<file path="src/hdl/bus_master_range_match_table_unit_macros.svh">
// Assertion macros for the bus-master range match table.
`ifndef BUS_MASTER_RANGE_MATCH_TABLE_UNIT_MACROS_SVH
`define BUS_MASTER_RANGE_MATCH_TABLE_UNIT_MACROS_SVH

`ifndef NO_ASSERTIONS
// Clocked check, muted while reset is asserted
`define BMRM_ASSERT(label, prop, msg) \
  label: assert property (@(posedge clk_i) disable iff (!rst_ni) (prop)) else $error(msg);
// Clocked check that also holds during reset
`define BMRM_ASSERT_ALWAYS(label, prop, msg) \
  label: assert property (@(posedge clk_i) (prop)) else $error(msg);
`else
`define BMRM_ASSERT(label, prop, msg)
`define BMRM_ASSERT_ALWAYS(label, prop, msg)
`endif

`endif

</file>
<file path="src/hdl/bmrm_pkg.sv">
// Shared constants and types for the bus-master range match table.
package bmrm_pkg;

  // Default table capacity
  localparam int unsigned TABLE_DEPTH_DEF = 32;

  // Field widths
  localparam int unsigned ID_W     = 8;
  localparam int unsigned MASK_W   = 16;
  localparam int unsigned MOD_W    = 32;
  localparam int unsigned BUS_W    = 4;
  localparam int unsigned LIMIT_W  = 5;
  localparam int unsigned STATUS_W = 3;
  localparam int unsigned CFG_IDX_W  = 1;
  localparam int unsigned CFG_DATA_W = 16;

  // Configuration register indexes
  localparam logic [CFG_IDX_W-1:0] CFG_SUPPORTED_MASK = 1'd0;
  localparam logic [CFG_IDX_W-1:0] CFG_BUS_LIMIT      = 1'd1;

  // Configuration reset values
  localparam logic [MASK_W-1:0]  SUPPORTED_MASK_RST = 16'hFFFF;
  localparam logic [LIMIT_W-1:0] BUS_LIMIT_RST      = 5'd16;

  // Result status codes
  localparam logic [STATUS_W-1:0] ST_REGISTERED  = 3'd0;
  localparam logic [STATUS_W-1:0] ST_FULL        = 3'd1;
  localparam logic [STATUS_W-1:0] ST_REVERSED    = 3'd2;
  localparam logic [STATUS_W-1:0] ST_UNSUPPORTED = 3'd3;
  localparam logic [STATUS_W-1:0] ST_OVERLAP     = 3'd4;
  localparam logic [STATUS_W-1:0] ST_HIT         = 3'd5;
  localparam logic [STATUS_W-1:0] ST_MISS        = 3'd6;
  localparam logic [STATUS_W-1:0] ST_BAD_BUS     = 3'd7;

  // Actions
  localparam logic ACT_REGISTER = 1'b0;
  localparam logic ACT_LOOKUP   = 1'b1;

  // One stored table entry
  typedef struct packed {
    logic [ID_W-1:0]   first;
    logic [ID_W-1:0]   last;
    logic [MASK_W-1:0] buses;
    logic [MOD_W-1:0]  module_id;
  } entry_t;

endpackage

</file>
<file path="src/hdl/bus_master_range_match_table_unit.sv">
// Bus-master range match table: register and look up master ID ranges per bus.
// Results: a rejected register (full, reversed, unsupported) or a bad bus index returns
//   its result in the cycle after start; a scan reads every stored entry, then registers its result.
// Throughput: busy covers the scan, one entry per cycle, and the next request is taken in the
//   result cycle; a rejected request leaves busy low, so rejects can follow every cycle.
// The result strobe done_o is high for one cycle; the receiver cannot stall it.
`include "bus_master_range_match_table_unit_macros.svh"

module bus_master_range_match_table_unit
  import bmrm_pkg::*;
#(
  parameter int unsigned TABLE_DEPTH = TABLE_DEPTH_DEF
) (
  input  logic                  clk_i,
  input  logic                  rst_ni,
  // Command channel
  input  logic                  start,
  output logic                  busy,
  input  logic                  action_i,
  input  logic [ID_W-1:0]       range_start_i,
  input  logic [ID_W-1:0]       range_end_i,
  input  logic [MASK_W-1:0]     bus_mask_i,
  input  logic [MOD_W-1:0]      module_id_i,
  input  logic [BUS_W-1:0]      bus_index_i,
  input  logic [ID_W-1:0]       master_id_i,
  // Result
  output logic                  done_o,
  output logic [STATUS_W-1:0]   status_o,
  output logic                  found_o,
  output logic [MOD_W-1:0]      found_module_o,
  // Configuration write channel
  input  logic                  cfg_valid_i,
  output logic                  cfg_ready_o,
  input  logic [CFG_IDX_W-1:0]  cfg_index_i,
  input  logic [CFG_DATA_W-1:0] cfg_data_i
);

  localparam int unsigned CW = $clog2(TABLE_DEPTH + 1);
  localparam int unsigned IW = (TABLE_DEPTH > 1) ? $clog2(TABLE_DEPTH) : 1;

  // Sequencer codes
  localparam logic [0:0] S_IDLE = 1'b0;
  localparam logic [0:0] S_SCAN = 1'b1;

  logic [0:0]          state_q, state_d;
  logic [CW-1:0]       count_q;
  logic [CW-1:0]       idx_q;
  logic                rd_vld_q;
  entry_t              rd_q;
  entry_t              mem_q [TABLE_DEPTH];

  // Latched request
  logic                act_q;
  logic [ID_W-1:0]     lo_q, hi_q, mid_q;
  logic [MASK_W-1:0]   mask_q;
  logic [MOD_W-1:0]    mod_q;
  logic [MASK_W-1:0]   bit_q;

  // Scan accumulators
  logic                clash_q, hit_q;
  logic [MOD_W-1:0]    hit_mod_q;

  // Configuration
  logic [MASK_W-1:0]   sup_mask_q;
  logic [LIMIT_W-1:0]  bus_limit_q;

  // Result registers
  logic                done_q;
  logic [STATUS_W-1:0] status_q;
  logic                found_q;
  logic [MOD_W-1:0]    found_mod_q;

  logic                accept;
  logic                early_fail;
  logic [STATUS_W-1:0] early_status;
  logic                issue;
  logic                scan_end;
  logic                rd_clash, rd_match;
  logic                do_write;

  assign busy        = (state_q != S_IDLE);
  assign accept      = start && !busy;
  assign cfg_ready_o = 1'b1;

  // Checks that need no table access
  always_comb begin
    early_fail   = 1'b0;
    early_status = ST_REGISTERED;
    if (action_i == ACT_REGISTER) begin
      if (count_q == CW'(TABLE_DEPTH)) begin
        early_fail   = 1'b1;
        early_status = ST_FULL;
      end else if (range_start_i > range_end_i) begin
        early_fail   = 1'b1;
        early_status = ST_REVERSED;
      end else if ((bus_mask_i & sup_mask_q) == '0) begin
        early_fail   = 1'b1;
        early_status = ST_UNSUPPORTED;
      end
    end else if ({1'b0, bus_index_i} >= bus_limit_q) begin
      early_fail   = 1'b1;
      early_status = ST_BAD_BUS;
    end
  end

  // Compare unit on the entry read last cycle
  assign rd_clash = (hi_q >= rd_q.first) && (lo_q <= rd_q.last) && ((mask_q & rd_q.buses) != '0);
  assign rd_match = ((bit_q & rd_q.buses) != '0) && (mid_q >= rd_q.first) &&
                    (mid_q <= rd_q.last);

  assign issue    = (state_q == S_SCAN) && (idx_q < count_q);
  assign scan_end = (state_q == S_SCAN) && !issue && !rd_vld_q;
  assign do_write = scan_end && (act_q == ACT_REGISTER) && !clash_q;

  // Next state
  always_comb begin
    state_d = state_q;
    case (state_q)
      S_IDLE: if (accept && !early_fail) state_d = S_SCAN;
      S_SCAN: if (scan_end) state_d = S_IDLE;
      default: state_d = S_IDLE;
    endcase
  end

  // Control registers
  always_ff @(posedge clk_i or negedge rst_ni) begin
    if (!rst_ni) begin
      state_q     <= S_IDLE;
      count_q     <= '0;
      idx_q       <= '0;
      rd_vld_q    <= 1'b0;
      done_q      <= 1'b0;
      clash_q     <= 1'b0;
      hit_q       <= 1'b0;
      sup_mask_q  <= SUPPORTED_MASK_RST;
      bus_limit_q <= BUS_LIMIT_RST;
    end else begin
      state_q  <= state_d;
      done_q   <= (accept && early_fail) || scan_end;
      rd_vld_q <= issue;
      if (accept) begin
        idx_q   <= '0;
        clash_q <= 1'b0;
        hit_q   <= 1'b0;
      end else begin
        if (issue) idx_q <= idx_q + 1'b1;
        if (rd_vld_q && rd_clash) clash_q <= 1'b1;
        if (rd_vld_q && rd_match) hit_q <= 1'b1;
      end
      if (do_write) count_q <= count_q + 1'b1;
      // Configuration writes
      if (cfg_valid_i && cfg_ready_o) begin
        case (cfg_index_i)
          CFG_SUPPORTED_MASK: sup_mask_q  <= cfg_data_i;
          CFG_BUS_LIMIT:      bus_limit_q <= cfg_data_i[LIMIT_W-1:0];
          default: ;
        endcase
      end
    end
  end

  // Payload registers
  always_ff @(posedge clk_i) begin
    if (accept) begin
      act_q  <= action_i;
      lo_q   <= range_start_i;
      hi_q   <= range_end_i;
      mask_q <= bus_mask_i;
      mod_q  <= module_id_i;
      mid_q  <= master_id_i;
      bit_q  <= MASK_W'(1) << bus_index_i;
    end
    if (!accept && rd_vld_q && rd_match) hit_mod_q <= rd_q.module_id;
    // Result
    if (accept && early_fail) begin
      status_q    <= early_status;
      found_q     <= 1'b0;
      found_mod_q <= '0;
    end else if (scan_end) begin
      if (act_q == ACT_REGISTER) begin
        status_q    <= clash_q ? ST_OVERLAP : ST_REGISTERED;
        found_q     <= 1'b0;
        found_mod_q <= '0;
      end else begin
        status_q    <= hit_q ? ST_HIT : ST_MISS;
        found_q     <= hit_q;
        found_mod_q <= hit_q ? hit_mod_q : '0;
      end
    end
  end

  // Table memory: one write port, one registered read port
  always_ff @(posedge clk_i) begin
    if (do_write) mem_q[count_q[IW-1:0]] <= '{first: lo_q, last: hi_q, buses: mask_q,
                                               module_id: mod_q};
    if (issue) rd_q <= mem_q[idx_q[IW-1:0]];
  end

  assign done_o         = done_q;
  assign status_o       = status_q;
  assign found_o        = found_q;
  assign found_module_o = found_mod_q;

  // Assertions
  `BMRM_ASSERT_ALWAYS(a_count_bound, !rst_ni || (count_q <= CW'(TABLE_DEPTH)), "entry count above depth")
  `BMRM_ASSERT(a_done_idle, done_q |-> (state_q == S_IDLE), "result strobe while scanning")
  `BMRM_ASSERT(a_read_in_scan, rd_vld_q |-> (state_q == S_SCAN), "table read outside scan")
  `BMRM_ASSERT(a_found_hit, (done_o && found_o) |-> (status_o == ST_HIT), "found without hit status")
  `BMRM_ASSERT(a_count_grow, (count_q != $past(count_q)) |-> (done_q && (status_o == ST_REGISTERED)), "entry count moved without a registration")

endmodule
</file>
<file path="config.mk">
export PLATFORM = sky130hd
export DESIGN_NAME = bus_master_range_match_table_unit
export DESIGN_NICKNAME = d
export VERILOG_FILES = /design/src/hdl/bmrm_pkg.sv /design/src/hdl/bus_master_range_match_table_unit.sv
export VERILOG_INCLUDE_DIRS = /design/src /design/src/hdl
export SDC_FILE = /design/constraint.sdc
export NUM_CORES = 2
export LEC_CHECK = 0
export ABC_AREA = 1
export BUFFER_PORTS_ARGS = -buffer_cell sky130_fd_sc_hd__buf_2
export CAP_MARGIN = 30
export CORE_MARGIN = 4
export CORE_UTILIZATION = 45
export DETAILED_ROUTE_END_ITERATION = 10
export HOLD_SLACK_MARGIN = 0.05
export PLACE_DENSITY_LB_ADDON = 0.05
export SKIP_LAST_GASP = 1
export SYNTH_ARGS = -nofsm -noshare
export SYNTH_HDL_FRONTEND = slang
export SYNTH_SLANG_ARGS = --single-unit
</file>
<file path="constraint.sdc">
create_clock -name clk_i -period 16.15 [get_ports clk_i]
set_input_delay 0.8075 -clock clk_i [delete_from_list [all_inputs] [get_ports clk_i]]
set_output_delay 0.8075 -clock clk_i [all_outputs]
set_load 0.02 [all_outputs]
</file>
==> flow_summary_export.csv <==
group,metric,value,unit
flow_run,drv_cap,0,
global_routing,grt_use_total,26.2,%
logic_synthesis,yosysTopAreaCell,"edfxtp_1",
timing,hold_viol_final,0,
timing,finalCritPeriodShare,35.6,%
clock_network,clk_latency,0.89,ns
logic_synthesis,synth_common_cells,"edfxtp_1, nor2_1, o21ai_0, nand2_1, o22ai_1",
placement,hpwl,153,mm
detailed_routing,antenna_left,0,
layout,final_area,102000,sq um
worst_setup_path,reg2reg_from,"idx_q[0]$_DFFE_PN0P_",
floorplan,placementRows,164,
clock_network,post_cts_buffers,0,
logic_synthesis,synth_compound_area_share,10.5,%
logic_synthesis,synth_cell_types,40,
placement,place_congestion,0.817,
power_and_ir_drop,p_leak,33.7,nW
layout,nets,7147,
worst_setup_path,worstPathArrival,6.22,ns
floorplan,ioPinCount,137,
global_routing,grt_max_degree,174,
hold_path,hold_depth,1,
timing,period_needed,5.75,ns
layout,final_layout_size_suffix_gt1_share,9.87,%
logic_synthesis,yosys.area_share.adder,0.749,%
logic_synthesis,synth_enable_flop_cells,2236,
detailed_routing,drt_iter0_drc,6291,
timing,maxSlewHeadroom,30.2,%
detailed_routing,num_vias,57700,
floorplan,dieHeight,456,um
detailed_routing,drcViolationCount,0,
logic_synthesis,seq_area_frac_synth,76.2,%
logic_synthesis,synth_fp_nets,7021,
clock_network,cts-root-buf,"clkbuf_16",
worst_setup_path,endpoint_kind,"register",
logic_synthesis,syn_area_per_cell,13.1,sq um
worst_setup_path,cp-startpoint,"idx_q[0]$_DFFE_PN0P_",
floorplan,initial_core_util,45.2,%
layout,syn_to_final_growth,12.7,%
logic_synthesis,yosys_register_bits,2307,
logic_synthesis,synth_top_cell_area_share,74.4,%
worst_setup_path,cp-start-kind,"register",
global_routing,grt_pass1_vias,55100,
logic_synthesis,ys_top_cells_by_area,"edfxtp_1, o21ai_0, nor2_1",
layout,fillerInstances,17200,
layout,seq_area,68800,sq um
detailed_routing,wire_per_inst,28.3,um
placement,dpl_cell_area,94200,sq um
placement,portBuffers,135,
layout,fin_util,50.9,%
worst_setup_path,critPathMaxFanout,123,
logic_synthesis,netlist_instances,6869,
global_routing,grt_overflow,0,
power_and_ir_drop,power_density,170,nW/um^2
clock_network,clock_sinks,2307,
clock_network,clockBufferDepth,3,
detailed_routing,dr.pass1.iters,6,
logic_synthesis,syn-cell-area,90300,sq um
clock_network,path_clk_slew,0.06,ns
detailed_routing,finalWirelength,279,mm
worst_setup_path,critical_path_class,"reg2reg",
floorplan,dieArea,208000,sq um
worst_setup_path,r2r_cells,10,
timing,rsz0062_at_grt,"false",
hold_path,whs_endpoint,"mask_q[9]$_DFFE_PP_",
clock_network,cts.htree.levels,4,
logic_synthesis,synth_xor_area_share,0.0582,%
logic_synthesis,synthMostInstantiatedCell,"edfxtp_1",
clock_network,cts_tree,"yes",
timing,drv_slew,0,
logic_synthesis,ys.flop_type,"edfxtp_1",
timing,tightest_slew,1.05,ns
timing,worst_clock_skew,0.0519,ns
floorplan,dieWidth,456,um
global_routing,grt_pass1_wl,401,mm
timing,fmax,0.174,GHz
hold_path,min_from,"bus_mask_i[9]",
logic_synthesis,yosysWarnings,0,
floorplan,core,200000,sq um
worst_setup_path,cp.required,16.62,ns
logic_synthesis,synth_top_family_by_area,"compound AO/OA/AOI/OAI gates",
logic_synthesis,synthSimpleGateAreaFrac,9.56,%
layout,multiInputGateArea,19200,sq um
hold_path,hp-class,"in2reg",
worst_setup_path,reg2reg_slack,10.40,ns
timing,fin_tns_setup,0,ns
clock_network,numCtsBuffers,238,
status,status,"complete, no violations",
power_and_ir_drop,ir_drop,0.144,mV
global_routing,antenna_found_initial,12,
worst_setup_path,r2r_end,"mem_q[21][10]$_DFFE_PP_",
detailed_routing,via_per_inst,5.85,
logic_synthesis,synth.mux.area_fraction,0.125,%
logic_synthesis,async_reset_ff_share,1.65,%
power_and_ir_drop,power,17.3,mW
timing,setup_viol,0,
cells by family after synthesis:
kind of cell / after synthesis
buf+inv: 567
xor+xnor: 6
compound gates: 1726
other cells: 1
flops: 2307
fa+ha+maj: 54
mux: 10
simple gates: 2198
flip-flops by register name, summed over array words and instances, names as in the netlist, 3 cells and up:
| signal | count |
|---|---|
| rd_q | 64 |
| found_module_o | 32 |
| lo_q | 8 |
| mod_q | 32 |
| bit_q | 16 |
| count_q | 6 |
| hit_mod_q | 32 |
| mid_q | 8 |
| mask_q | 16 |
| hi_q | 8 |
| sup_mask_q | 16 |
| status_o | 3 |
| bus_limit_q | 5 |
| idx_q | 6 |
| mem_q | 2048 |
how the worst max path moves through the flow:
| stage | end | slack [ns] | cells past startpoint |
|---|---|---|---|
| 3_3_place_gp | mem_q[21][24]$_DFFE_PP_ | 10.49 | 10 |
| 2_1_floorplan | mem_q[19][0]$_DFFE_PP_ | 7.93 | 10 |
| 6_report | mem_q[21][10]$_DFFE_PP_ | 10.40 | 10 |
| 5_1_grt | mem_q[21][10]$_DFFE_PP_ | 10.16 | 10 |
| 4_1_cts | mem_q[21][24]$_DFFE_PP_ | 10.37 | 10 |
| 3_5_place_dp | mem_q[21][24]$_DFFE_PP_ | 10.42 | 10 |
cell usage in the layout (no fill, tap or decap), types with 20 or more instances in the layout:
cell type	instances
o21ai_1	44
nor2_4	31
clkbuf_16	239
edfxtp_1	2236
nand4_1	31
buf_4	154
clkinv_1	64
ha_1	54
o22ai_1	354
buf_2	135
o21ai_0	1100
nor2_1	1410
clkbuf_1	65
nand3_1	196
o211ai_1	112
inv_1	115
clkinv_2	44
dfxtp_1	33
nand2_1	499
nor3_1	20
a21oi_1	62
critical path, stage by stage, from the launching register on:
cell	delay (ns)
dfrtp_4	0.82
inv_16	0.30
a21boi_0	0.26
o21ai_1	0.11
nand3_1	0.19
nand2_2	0.51
nor2_4	0.45
nand2_1	0.51
nor2_4	0.67
buf_4	0.58
buf_4	0.81
final cells by class:
cell class | count | share of cell area [%]
Antenna cell | 4 | 0.00984
Clock buffer | 310 | 6.20
Clock inverter | 131 | 0.941
Inverter | 124 | 0.503
Multi-Input combinational cell | 3995 | 18.9
Sequential cell | 2307 | 67.6
Tap cell | 2656 | 3.27
Timing Repair Buffer | 329 | 2.54
metrics by stage:
step	instances	hold WS (ns)	setup slack, ns
finish	9856	0.112	10.40
global route	9853	0.0660	10.16
CTS	9846	0.0500	10.37
floorplan	6869	0.400	7.93
global placement	9377	0.404	10.49
detailed placement	9394	0.405	10.42
power breakdown:
part / switching (mW) / total [mW] / leakage [nW] / internal, mW
registers: 0.248 / 7.40 / 20.9 / 7.15
logic: 3.57 / 4.75 / 9.31 / 1.19
clock network: 2.31 / 5.18 / 3.56 / 2.87
routing by layer:
metal	share of wire (%)	wire length, um	global-route usage (%)	vias to the layer above
li1	-	-	-	25500
met1	44	122000	37.9	29600
met2	47	132000	42.1	2165
met3	6.5	18100	3.28	408
met4	2.6	7380	6.98	4
met5	0.0093	26	0	-
timing repair:
action / in CTS / in global routing
endpoints found under the hold margin: 36 / 0
hold buffers: 11 / 0
setup endpoints to repair: 0 / 0
resized for setup: 0 / 0
Power figures use the tool's default switching activity.
